[config.mk]
export PLATFORM = sky130hd
export DESIGN_NAME = rau_ctrl
export DESIGN_NICKNAME = d
export VERILOG_FILES = /design/src/design/rau_pkg.sv /design/src/design/rau_ctrl.sv
export SDC_FILE = /design/constraint.sdc
export NUM_CORES = 1
export LEC_CHECK = 0
export BUFFER_PORTS_ARGS = -buffer_cell sky130_fd_sc_hd__buf_2
export CAP_MARGIN = 0
export CELL_PAD_IN_SITES_DETAIL_PLACEMENT = 0
export CELL_PAD_IN_SITES_GLOBAL_PLACEMENT = 1
export CORE_AREA = 2 2 74 76
export DETAILED_ROUTE_END_ITERATION = 8
export DIE_AREA = 0 0 76 78
export PLACE_DENSITY = 0.86
export SLEW_MARGIN = 0
export SYNTH_ARGS = -nofsm -noshare
export SYNTH_HDL_FRONTEND = slang
export SYNTH_SLANG_ARGS = --single-unit
[constraint.sdc]
create_clock -name clk -period 1.7 [get_ports clk]
set_clock_uncertainty 0.05 [all_clocks]
set_input_delay 0.34 -clock clk [delete_from_list [all_inputs] [get_ports clk]]
set_output_delay 0.34 -clock clk [all_outputs]
set_load 0.01 [all_outputs]
[src/design/rau_pkg.sv]
// Shared types, codes and datapath command set of the rational arithmetic unit.
package rau_pkg;

  localparam int CMD_BITS  = 4;
  localparam int NUM_BITS  = 32;
  localparam int DEN_BITS  = 31;
  localparam int STAT_BITS = 2;

  localparam logic [CMD_BITS-1:0] CMD_NORM = 4'd0;
  localparam logic [CMD_BITS-1:0] CMD_ADD  = 4'd1;
  localparam logic [CMD_BITS-1:0] CMD_SUB  = 4'd2;
  localparam logic [CMD_BITS-1:0] CMD_MUL  = 4'd3;
  localparam logic [CMD_BITS-1:0] CMD_DIV  = 4'd4;
  localparam logic [CMD_BITS-1:0] CMD_NEG  = 4'd5;
  localparam logic [CMD_BITS-1:0] CMD_EQ   = 4'd6;
  localparam logic [CMD_BITS-1:0] CMD_NE   = 4'd7;
  localparam logic [CMD_BITS-1:0] CMD_LT   = 4'd8;
  localparam logic [CMD_BITS-1:0] CMD_GT   = 4'd9;

  localparam logic [STAT_BITS-1:0] ST_OK   = 2'd0;
  localparam logic [STAT_BITS-1:0] ST_DIV0 = 2'd1;
  localparam logic [STAT_BITS-1:0] ST_OVF  = 2'd2;

  typedef struct packed {
    logic [CMD_BITS-1:0]        cmd;
    logic signed [NUM_BITS-1:0] a_num;
    logic signed [NUM_BITS-1:0] a_den;
    logic signed [NUM_BITS-1:0] b_num;
    logic signed [NUM_BITS-1:0] b_den;
  } rau_in_t;

  typedef struct packed {
    logic signed [NUM_BITS-1:0] res_num;
    logic [DEN_BITS-1:0]        res_den;
    logic                       cmp_true;
    logic [STAT_BITS-1:0]       status;
  } rau_out_t;

  typedef enum logic [5:0] {
    OP_NOP,
    OP_LOAD,
    OP_R_FROM_A,
    OP_R_FROM_B,
    OP_A_FROM_R,
    OP_B_FROM_R,
    OP_NEG,
    OP_GCD_R,
    OP_GCD_D,
    OP_GCD_STEP,
    OP_GCD_FIN,
    OP_DIV_RM,
    OP_DIV_RD,
    OP_DIV_AD,
    OP_DIV_BD,
    OP_DIV_STEP,
    OP_WB_RM,
    OP_WB_RD,
    OP_WB_Q1,
    OP_WB_Q2,
    OP_MUL_T1,
    OP_MUL_T2,
    OP_MUL_DEN,
    OP_MUL_MM,
    OP_MUL_DD,
    OP_MUL_MD,
    OP_MUL_DM,
    OP_MUL_CX,
    OP_MUL_CY,
    OP_ADD_COMB,
    OP_FIN_ARITH,
    OP_FIN_CMP,
    OP_FIN_ERR,
    OP_FIN_ZERO
  } dp_op_t;

  typedef struct packed {
    logic [CMD_BITS-1:0] cmd;
    logic                a_den_zero;
    logic                b_den_zero;
    logic                b_mag_zero;
    logic                gcd_done;
    logic                div_done;
  } rau_stat_t;

endpackage

[src/design/rau_ctrl.sv]
// Sequencer of the rational unit: handshakes and datapath command stream.
module rau_ctrl (
  input  logic               clk,
  input  logic               rst,
  input  logic               in_valid,
  output logic               in_ready,
  output logic               out_valid,
  input  logic               out_ready,
  input  rau_pkg::rau_stat_t stat,
  output rau_pkg::dp_op_t    op
);
  import rau_pkg::*;

  typedef enum logic [4:0] {
    S_IDLE, S_CHECK, S_RG, S_GWAIT, S_RD1, S_RD2, S_DWAIT,
    S_SAVE_A, S_LOAD_B, S_SAVE_B, S_DISPATCH,
    S_AQ1, S_AQ2, S_AM1, S_AM2, S_AM3, S_ACOMB,
    S_M2, S_D2, S_C2, S_FIN
  } state_t;

  state_t state, ret, after;
  dp_op_t div_wb, fin_op;
  logic   slot_free, in_err, cmd_bad, only_a;

  assign slot_free = !out_valid || out_ready;
  assign cmd_bad   = stat.cmd > CMD_GT;
  assign only_a    = (stat.cmd == CMD_NORM) || (stat.cmd == CMD_NEG);
  assign in_err    = stat.a_den_zero || (!only_a && stat.b_den_zero);
  assign in_ready  = (state == S_IDLE);

  always_comb begin
    unique case (state)
      S_IDLE:     op = in_valid ? OP_LOAD : OP_NOP;
      S_CHECK:    op = (cmd_bad || in_err) ? OP_NOP : OP_R_FROM_A;
      S_RG:       op = OP_GCD_R;
      S_GWAIT:    op = stat.gcd_done ? OP_GCD_FIN : OP_GCD_STEP;
      S_RD1:      op = OP_DIV_RM;
      S_RD2:      op = OP_DIV_RD;
      S_DWAIT:    op = stat.div_done ? div_wb : OP_DIV_STEP;
      S_SAVE_A:   op = OP_A_FROM_R;
      S_LOAD_B:   op = OP_R_FROM_B;
      S_SAVE_B:   op = OP_B_FROM_R;
      S_DISPATCH: begin
        unique case (stat.cmd)
          CMD_NORM: op = OP_R_FROM_A;
          CMD_NEG:  op = OP_NEG;
          CMD_ADD,
          CMD_SUB:  op = OP_GCD_D;
          CMD_MUL:  op = OP_MUL_MM;
          CMD_DIV:  op = stat.b_mag_zero ? OP_NOP : OP_MUL_MD;
          default:  op = OP_MUL_CX;
        endcase
      end
      S_AQ1:      op = OP_DIV_BD;
      S_AQ2:      op = OP_DIV_AD;
      S_AM1:      op = OP_MUL_T1;
      S_AM2:      op = OP_MUL_T2;
      S_AM3:      op = OP_MUL_DEN;
      S_ACOMB:    op = OP_ADD_COMB;
      S_M2:       op = OP_MUL_DD;
      S_D2:       op = OP_MUL_DM;
      S_C2:       op = OP_MUL_CY;
      S_FIN:      op = slot_free ? fin_op : OP_NOP;
      default:    op = OP_NOP;
    endcase
  end

  always_ff @(posedge clk) begin
    if (rst) begin
      state     <= S_IDLE;
      ret       <= S_IDLE;
      after     <= S_IDLE;
      div_wb    <= OP_NOP;
      fin_op    <= OP_FIN_ZERO;
      out_valid <= 1'b0;
    end else begin
      // S_FIN refills the output slot itself when it frees up
      if (out_valid && out_ready && (state != S_FIN)) out_valid <= 1'b0;
      unique case (state)
        S_IDLE: if (in_valid) state <= S_CHECK;
        S_CHECK: begin
          priority if (cmd_bad) begin
            fin_op <= OP_FIN_ZERO; state <= S_FIN;
          end else if (in_err) begin
            fin_op <= OP_FIN_ERR;  state <= S_FIN;
          end else begin
            ret <= S_SAVE_A; state <= S_RG;
          end
        end
        // reduce subroutine: gcd, then divide numerator and denominator by it
        S_RG:    begin after <= S_RD1; state <= S_GWAIT; end
        S_GWAIT: if (stat.gcd_done) state <= after;
        S_RD1:   begin div_wb <= OP_WB_RM; after <= S_RD2; state <= S_DWAIT; end
        S_RD2:   begin div_wb <= OP_WB_RD; after <= ret;   state <= S_DWAIT; end
        S_DWAIT: if (stat.div_done) state <= after;
        S_SAVE_A: state <= only_a ? S_DISPATCH : S_LOAD_B;
        S_LOAD_B: begin ret <= S_SAVE_B; state <= S_RG; end
        S_SAVE_B: state <= S_DISPATCH;
        S_DISPATCH: begin
          unique case (stat.cmd)
            CMD_NORM,
            CMD_NEG: begin fin_op <= OP_FIN_ARITH; state <= S_FIN; end
            CMD_ADD,
            CMD_SUB: begin after <= S_AQ1; state <= S_GWAIT; end
            CMD_MUL: state <= S_M2;
            CMD_DIV: begin
              if (stat.b_mag_zero) begin
                fin_op <= OP_FIN_ERR; state <= S_FIN;
              end else begin
                state <= S_D2;
              end
            end
            default: state <= S_C2;
          endcase
        end
        S_AQ1:   begin div_wb <= OP_WB_Q1; after <= S_AQ2; state <= S_DWAIT; end
        S_AQ2:   begin div_wb <= OP_WB_Q2; after <= S_AM1; state <= S_DWAIT; end
        S_AM1:   state <= S_AM2;
        S_AM2:   state <= S_AM3;
        S_AM3:   state <= S_ACOMB;
        S_ACOMB, S_M2, S_D2: begin
          fin_op <= OP_FIN_ARITH; ret <= S_FIN; state <= S_RG;
        end
        S_C2:    begin fin_op <= OP_FIN_CMP; state <= S_FIN; end
        S_FIN: begin
          if (slot_free) begin
            out_valid <= 1'b1;
            state     <= S_IDLE;
          end
        end
        default: state <= S_IDLE;
      endcase
    end
  end

endmodule

==> impl_metrics.json <==
{
  "dp_hpwl_um": 5360,
  "clock_tree.buffer_depth": 2,
  "critical_path.reg2reg.endpoint": "state[1]$_SDFFE_PP0P_",
  "detailedRoute.firstPassIterationCount": 5,
  "ys_seq_area_share_pct": 22.7,
  "run_status": "finished, violations left",
  "antenna-diode-count": 0,
  "synth_enable_flop_cells": 0,
  "synthesis.area_sq_mm": 0.00194,
  "drive_above_1_share_pct": 54.3,
  "final-setup-viol-count": 21,
  "crit_path_start_kind": "flop",
  "timing.critical_path.slowest_cell_delay_ns": 0.39,
  "critPathLaunch": "state[2]$_SDFFE_PP0P_",
  "starting_drc_count_in_detailed_routing": 289,
  "vias": 2653,
  "multiInputGateArea_sq_mm": 0.00171,
  "detail_route.wl_per_cell_um": 19.5,
  "initial_core_util_pct": 38.5,
  "synth_seq_cells": 22,
  "cts_made_buffers": 3,
  "timing.setup.critical_path_class": "reg -> out",
  "worst-path-max-fanout": 5,
  "finalWorstSetupSlack_ns": -0.474,
  "fin_crit_sh_pct": 128,
  "nFillCells": 407,
  "async_flop_share_pct": 0,
  "timing.reg2reg.setup_slack_ns": -0.19,
  "synth-main-ff-cell": "sky130_fd_sc_hd__dfxtp_1",
  "failing_checks": "negative setup slack",
  "synthesis.nets": 279,
  "worst_hold_path.endpoint": "after[3]$_SDFFE_PP0P_",
  "largest_net_degree_at_the_start_of_global_routing": 23,
  "grt_util_all_layers_pct": 27.9,
  "numPortBuffers": 20,
  "wl_met1_um": 3470,
  "post_synth_inst_count": 266,
  "rows": 26,
  "setup_total_negative_slack_ns": -3.69,
  "hold_violations": 0,
  "critical_path.cell_chain": "buf_8, buf_6, nand4_1, o21ai_2, a211oi_2, o2111ai_2, buf_2",
  "postSynthAreaPerCell_sq_um": 7.29,
  "seq_area_sq_um": 459,
  "buffer_cell_driving_the_clock_tree_root": "sky130_fd_sc_hd__clkbuf_8",
  "die_h_um": 78,
  "number_of_slew_limit_violations_in_the_final_report": 0,
  "post-route-min-period_ns": 2.17,
  "htree_levels": 1,
  "cts_hold_buffers": 0,
  "rr_worst_depth": 8,
  "tritoncts_num_sinks": 22,
  "worstSetupEndpointType": "primary output",
  "synth.lib_cells_used.distinct": 68,
  "finalWeightedCongestion": 0.920,
  "met3RoutedLength_um": 536,
  "clock_insertion_delay_worst_skew_ns": 0.27,
  "power.ir.vdd_worst_v": 0.000812,
  "most_frequent_standard_cell_in_the_layout_excluding_fill_and_tap_cells": "sky130_fd_sc_hd__buf_4",
  "wirelength_um": 8670,
  "met2WireLength_um": 4220,
  "leakage_nw": 1.38,
  "grt_pass1_wl_um": 13000,
  "cts.reportedPaths.clkPinSlew_ns": 0.09,
  "slew_headroom_pct": 69.6,
  "slowest_stage": "sky130_fd_sc_hd__dfxtp_4",
  "min_path_cells": 2,
  "area_growth_syn_to_layout_pct": 73.6,
  "hold_path.startpoint": "after[3]$_SDFFE_PP0P_",
  "core_region_area_sq_mm": 0.00504,
  "antenna_left": 0,
  "timing.max_cap.violations": 0,
  "powerDensity_mw_per_mm2": 1370,
  "worst_ep_arrival_time_ns": 1.78,
  "worst_pin_slew_ns": 0.456,
  "dieWidth_um": 76,
  "grt_pass1_vias": 2565,
  "timing.critical_path.required_ns": 1.31,
  "grt_remaining_overflow": 0,
  "final_cell_mix": "sky130_fd_sc_hd__buf_4 (84), sky130_fd_sc_hd__nor2_1 (26), sky130_fd_sc_hd__a21oi_1 (21), sky130_fd_sc_hd__buf_6 (18)",
  "tritoncts": "yes",
  "antenna_found_initial": 0,
  "grt_setup_unrepaired": "yes",
  "drt-vias-per-instance": 5.98,
  "top_signal_layer_used": "met4",
  "yosysWarningCount": 0,
  "max_freq_mhz": 460,
  "timing.hold.worst.class": "reg -> reg",
  "remaining_drc_errors": 0,
  "floorplan.die_area_sq_mm": 0.00593,
  "final_nets": 389,
  "crit-reg2reg-launch": "state[0]$_SDFFE_PP0P_",
  "num_io_pins": 21,
  "postLayoutCoreUtil_pct": 66.8
}
## power by group
| part | internal [mW] | leakage (nW) | switching (mW) | total (mW) |
|---|---|---|---|---|
| clock | 0.159 | 0.0216 | 0.185 | 0.344 |
| sequential | 0.656 | 0.182 | 0.151 | 0.806 |
| combinational | 1.81 | 1.18 | 1.64 | 3.45 |
## worst max-delay path, delay by kind of cell (launching register included)
kind / cells / cell delay [ns]
compound gates: 3 / 0.57
buf+inv: 3 / 0.41
flops: 1 / 0.39
simple gates: 1 / 0.15
## cell families (layout without fill, tap and decap cells)
family	Yosys count	count (layout)	synth area share [%]
simple gates	119	119	33.7
buf+inv	26	134	6.97
flops	22	22	22.7
mux	5	5	2.65
xor+xnor	4	4	2.19
compound gates	90	90	31.8
## per-stage QoR
step	std cells	total power [mW]	hold WS [ns]	worst slack, ns	cell area (sq um)
floorplan	266	2.02	0.387	-0.0642	2020
global placement	421	3.11	0.401	-0.340	2700
detailed placement	421	3.14	0.410	-0.347	2700
CTS	439	4.09	0.423	-0.375	3110
global route	444	4.84	0.466	-0.517	3370
finish	444	4.60	0.422	-0.474	3370
## timing repair
item / CTS / global route
pin swaps: 20 / 13
buffers inserted: 17 / 5
resized for setup: 64 / 45
gates cloned: 1 / 0
endpoints found under the setup margin: 23 / 25
## cell type report
class | count | area share [%]
Sequential cell | 22 | 13.6
Tap cell | 70 | 2.60
Multi-Input combinational cell | 218 | 50.7
Clock buffer | 3 | 1.23
Timing Repair Buffer | 126 | 31.2
Inverter | 5 | 0.632
## metal layers
layer  track usage, %  vias up
met5                0        -
met4             15.6        0
met3             5.00       39
met2             47.3      147
met1             33.4     1258
li1                 -     1209
## how the worst max path moves through the flow
stage,slack (ns),end,depth (start not counted)
floorplan,-0.06,op[2],5
global placement,-0.34,op[0],7
detailed placement,-0.35,op[0],7
CTS,-0.38,op[2],6
global route,-0.52,op[0],6
finish,-0.47,op[0],7
## Yosys cell counts (3+ instances only)
| cell type | n | area, sq um |
|---|---|---|
| sky130_fd_sc_hd__buf_4 | 5 | 37.5 |
| sky130_fd_sc_hd__nand4_1 | 3 | 18.8 |
| sky130_fd_sc_hd__nor3_1 | 12 | 60.1 |
| sky130_fd_sc_hd__inv_1 | 5 | 18.8 |
| sky130_fd_sc_hd__nand2_1 | 15 | 56.3 |
| sky130_fd_sc_hd__xnor2_1 | 3 | 26.3 |
| sky130_fd_sc_hd__o211ai_1 | 3 | 22.5 |
| sky130_fd_sc_hd__clkbuf_1 | 4 | 15.0 |
| sky130_fd_sc_hd__o22ai_1 | 3 | 18.8 |
| sky130_fd_sc_hd__nor2b_1 | 7 | 43.8 |
| sky130_fd_sc_hd__a21oi_1 | 25 | 125 |
| sky130_fd_sc_hd__and3_1 | 3 | 18.8 |
| sky130_fd_sc_hd__dfxtp_1 | 22 | 440 |
| sky130_fd_sc_hd__nand2b_1 | 11 | 68.8 |
| sky130_fd_sc_hd__mux2i_1 | 4 | 40.0 |
| sky130_fd_sc_hd__nor2_1 | 33 | 124 |
| sky130_fd_sc_hd__or4_1 | 3 | 22.5 |
| sky130_fd_sc_hd__nand3_1 | 7 | 35.0 |
| sky130_fd_sc_hd__o21ai_0 | 21 | 105 |
| sky130_fd_sc_hd__a211oi_1 | 4 | 30.0 |
| sky130_fd_sc_hd__or3_1 | 4 | 25.0 |
| sky130_fd_sc_hd__buf_2 | 9 | 45.0 |
## flip-flops by register name (all words and copies together) (netlist names)
name       flops
after          5
div_wb         3
fin_op         3
out_valid      1
ret            5
state          5
Power figures use the tool's default switching activity.
